**src/rtl/core/mgt_pkg.sv**
```systemverilog
// Shared constants and types of the min-gap timestamp table.
// No dependencies; imported by controller, datapath, top level and checker.
package mgt_pkg;

  localparam int GAP_W    = 40;  // min_gap register width
  localparam int IDX_W    = 8;   // read index width
  localparam int CMD_W    = 2;
  localparam int STATUS_W = 2;

  localparam logic [CMD_W-1:0] CMD_ADD   = 2'd0;
  localparam logic [CMD_W-1:0] CMD_CLEAR = 2'd1;
  localparam logic [CMD_W-1:0] CMD_READ  = 2'd2;

  localparam logic [STATUS_W-1:0] ST_OK        = 2'd0;
  localparam logic [STATUS_W-1:0] ST_TOO_CLOSE = 2'd1;
  localparam logic [STATUS_W-1:0] ST_FULL      = 2'd2;
  localparam logic [STATUS_W-1:0] ST_RANGE     = 2'd3;

  // controller -> datapath
  typedef struct packed {
    logic load;      // latch the accepted item, restart the scan
    logic scan_rd;   // read entry at scan pointer, advance pointer
    logic rd_index;  // read entry at the item's index
    logic respond;   // form result, update table and count
  } mgt_cmd_t;

  // datapath -> controller
  typedef struct packed {
    logic last;      // scan pointer is at the last stored entry
    logic cnt_zero;  // table is empty
  } mgt_sts_t;

endpackage

```
**src/rtl/core/mgt_ctrl.sv**
```systemverilog
// Sequencer of the min-gap timestamp table: one-hot state machine.
// Depends on mgt_pkg (command and status structs, command codes).
module mgt_ctrl import mgt_pkg::*; (
  input  logic             clk_i,
  input  logic             rst_ni,
  input  logic             start,
  input  logic [CMD_W-1:0] cmd_i,
  input  mgt_sts_t         sts_i,
  output mgt_cmd_t         ctl_o,
  output logic             busy
);

  typedef enum logic [4:0] {
    S_IDLE  = 5'b00001,
    S_SCAN  = 5'b00010,
    S_DRAIN = 5'b00100,
    S_READ  = 5'b01000,
    S_RESP  = 5'b10000
  } state_e;

  state_e state_q, state_d;

  always_ff @(posedge clk_i or negedge rst_ni) begin
    if (!rst_ni) begin
      state_q <= S_IDLE;
    end else begin
      state_q <= state_d;
    end
  end

  always_comb begin
    state_d = state_q;
    ctl_o   = '0;
    case (state_q)
      S_IDLE: begin
        if (start) begin
          ctl_o.load = 1'b1;
          case (cmd_i)
            CMD_ADD:  state_d = sts_i.cnt_zero ? S_RESP : S_SCAN;
            CMD_READ: state_d = S_READ;
            default:  state_d = S_RESP;
          endcase
        end
      end
      S_SCAN: begin
        ctl_o.scan_rd = 1'b1;
        if (sts_i.last) begin
          state_d = S_DRAIN;
        end
      end
      S_DRAIN: state_d = S_RESP;  // last compare lands here
      S_READ: begin
        ctl_o.rd_index = 1'b1;
        state_d        = S_RESP;
      end
      S_RESP: begin
        ctl_o.respond = 1'b1;
        state_d       = S_IDLE;
      end
      default: state_d = S_IDLE;
    endcase
  end

  assign busy = (state_q != S_IDLE);

endmodule

```
**config.mk**
```make
export PLATFORM = sky130hd
export DESIGN_NAME = mgt_ctrl
export DESIGN_NICKNAME = d
export VERILOG_FILES = /design/src/rtl/core/mgt_pkg.sv /design/src/rtl/core/mgt_ctrl.sv
export SDC_FILE = /design/constraint.sdc
export NUM_CORES = 1
export LEC_CHECK = 0
export BUFFER_PORTS_ARGS = -buffer_cell sky130_fd_sc_hd__buf_2
export CORE_AREA = 2 2 39 41
export CTS_CLUSTER_DIAMETER = 200
export DETAILED_ROUTE_END_ITERATION = 7
export DIE_AREA = 0 0 41 43
export GPL_TIMING_DRIVEN = 0
export MAX_ROUTING_LAYER = met4
export PLACE_DENSITY_LB_ADDON = 0.15
export SLEW_MARGIN = 10
export SYNTH_ARGS = -nofsm -noshare
export SYNTH_HDL_FRONTEND = slang
export SYNTH_SLANG_ARGS = --single-unit
```
**constraint.sdc**
```tcl
create_clock -name clk_i -period 1.8 [get_ports clk_i]
set_clock_uncertainty 0.15 [all_clocks]
set_input_delay 0.09 -clock clk_i [delete_from_list [all_inputs] [get_ports clk_i]]
set_output_delay 0.09 -clock clk_i [all_outputs]
set_load 0.01 [all_outputs]
```
==> flow_metrics.env <==
export IMPL_status="finished, final reports clean"
export IMPL_fp_coreArea_um2=1380
export IMPL_first_pass_iters=4
export IMPL_cts_setup_buffers=0
export IMPL_regMostFlops="state_q"
export IMPL_avgSynthCellArea_um2=10.1
export IMPL_worstSetupPathType="flop to output port"
export IMPL_globalRouteOverflowTotal=0
export IMPL_finalSetupViolations=0
export IMPL_worst_pin_slew_ns=0.272
export IMPL_irDropWorstVdd_v=0.000591
export IMPL_final_cells=65
export IMPL_grt_pass1_vias=298
export IMPL_end_kind="output port"
export IMPL_fin_ws_ns=0.145
export IMPL_ioPinCount=12
export IMPL_synth_cell_area_um2=293
export IMPL_die_area_um2=1760
export IMPL_path_max_fanout=4
export IMPL_ys_ff_latch=5
export IMPL_min_path_type="primary input to async pin"
export IMPL_finalHoldViolations=0
export IMPL_hold_ws_ns=0.0401
export IMPL_gp_congestion=0.728
export IMPL_h_tree_depth=1
export IMPL_postRouteAntennaNets=0
export IMPL_hpwl_um=555
export IMPL_drive_above_1_share=0.408
export IMPL_drv_cap=0
export IMPL_syn_num_nets=36
export IMPL_final_common_cell="buf_2"
export IMPL_synthCells=29
export IMPL_clkSinkCount=5
export IMPL_rsz0062_at_grt="no"
export IMPL_grt_usage=0.120
export IMPL_final_cell_mix="buf_2, dlygate4sd3_1, nor2_1, dfrtp_1"
export IMPL_maxSlewHeadroom=0.818
export IMPL_cts_tree="built"
export IMPL_antenna_found_initial=0
export IMPL_rows=14
export IMPL_arrival_ns=1.42
export IMPL_grt_start_max_net_pins=6
export IMPL_syn_to_final_growth_pct=53.8
export IMPL_place_ws_ns=0.313
export IMPL_cts_path_max_buffers=2
export IMPL_cp_required_ns=1.56
export IMPL_synth_cell_type_count=20
export IMPL_vias=296
export IMPL_port_buffers=11
export IMPL_drt_iter0_markers=6
export IMPL_ys_warnings_count=0
export IMPL_clkSlewWorstSetupHoldPaths_ns=0.04
export IMPL_ys_seq_area_frac=0.432
export IMPL_root_buffer="clkbuf_4"
export IMPL_drcViolationCount=0
export IMPL_top_regs="state_q x5"
export IMPL_powerDensity_nw_per_um2=1170
export IMPL_fmaxAchievable_mhz=604
export IMPL_power_total_mw=0.528
export IMPL_power_leakage_nw=0.242
export IMPL_largest_reg_flops=5
export IMPL_drt_wl_total_um=712
export IMPL_utilization=0.325
export IMPL_place_inst=56
export IMPL_final_cell_area_um2=450
export IMPL_cts_buffers=3
export IMPL_final_setup_tns_ns=0
export IMPL_grt_pass1_wl_mm=1.26
export IMPL_diodes=0
export IMPL_drv_slew=0
export IMPL_vias_per_cell=4.55
export IMPL_die_x_um=41
export IMPL_clkLatencyLatePin_ns=0.24
export IMPL_crit_path_start_kind="flop"
export IMPL_placed_area_um2=368
export IMPL_fin_nets=57
export IMPL_routedWlPerCell_um=11.0
export IMPL_start_util=0.212
export IMPL_die_h_um=43
export IMPL_period_share=0.920
export IMPL_min_period_ns=1.66
==> Yosys cell counts <==
cell	count	area, um2
a221oi_2	1	15.0
a31o_1	1	8.76
and2b_2	1	8.76
and3_1	2	12.5
and3b_1	1	8.76
dfrtp_1	4	100
dfstp_2	1	26.3
inv_1	3	11.3
nand2_1	1	3.75
nand3_1	1	5.00
nand3b_1	1	7.51
nand3b_2	1	11.3
nor2_1	4	15.0
nor2b_1	1	6.26
nor3_4	1	16.3
nor3b_1	1	7.51
o211ai_1	1	7.51
o22ai_1	1	6.26
or3_1	1	6.26
xor2_1	1	8.76
==> area by class of cell <==
cell class              count  area [um2]
fillers                   145         933
well taps                  16        20.0
flip-flops and latches      5         126
inverters                   3        11.3
multi-input cells          21         161
repair buffers             16         105
clock buffers               4        26.3
==> critical path: stages (launching register included) <==
cell and delay [ns]:
dfstp_2 0.53, nor2b_1 0.26, nand3_1 0.19, inv_1 0.08, buf_2 0.12
==> cells by family (layout without fill, tap and decap cells) <==
family / Yosys count / count (layout) / share of synthesized area
flip-flops: 5 / 5 / 0.432
AND/OR/NAND/NOR: 16 / 16 / 0.372
AO/OA/AOI/OAI: 4 / 4 / 0.128
buffers and inverters: 3 / 23 / 0.0385
XOR/XNOR: 1 / 1 / 0.0299
==> per-layer routing <==
| metal | routed length (um) | part of all wire | vias up | track usage |
|---|---|---|---|---|
| li1 | - | - | 144 | - |
| met1 | 285 | 0.40 | 137 | 0.121 |
| met2 | 371 | 0.52 | 13 | 0.163 |
| met3 | 35 | 0.049 | 2 | 0.0314 |
| met4 | 19 | 0.027 | 0 | 0.140 |
| met5 | 0 | 0 | - | - |
==> repair_timing <==
action / 4_1_cts / 5_1_grt
endpoints found under the setup margin: 0 / 1
gates resized for setup: 0 / 1
endpoints found under the hold margin: 9 / 0
hold buffers: 6 / 0
==> worst paths after layout <==
path / from / end / slack, ns / depth (start not counted)
setup / recovery: state_q[0] / ctl_o[3] / 0.14 / 4
hold / removal: rst_ni / state_q[4] / 0.04 / 2
setup reg to reg: state_q[0] / state_q[3] / 0.32 / 3
hold reg to reg: state_q[1] / state_q[2] / 0.48 / 2
max in group asynchronous: rst_ni / state_q[0] / 1.25 / 2
min in group clk_i: start / state_q[3] / 0.04 / 3
==> power by group <==
part | internal (mW) | switching (mW) | total, mW
Sequential | 0.147 | 0.0269 | 0.174
Clock | 0.0836 | 0.0423 | 0.126
Combinational | 0.113 | 0.116 | 0.229
No activity file was read; power rests on OpenSTA's default activity.
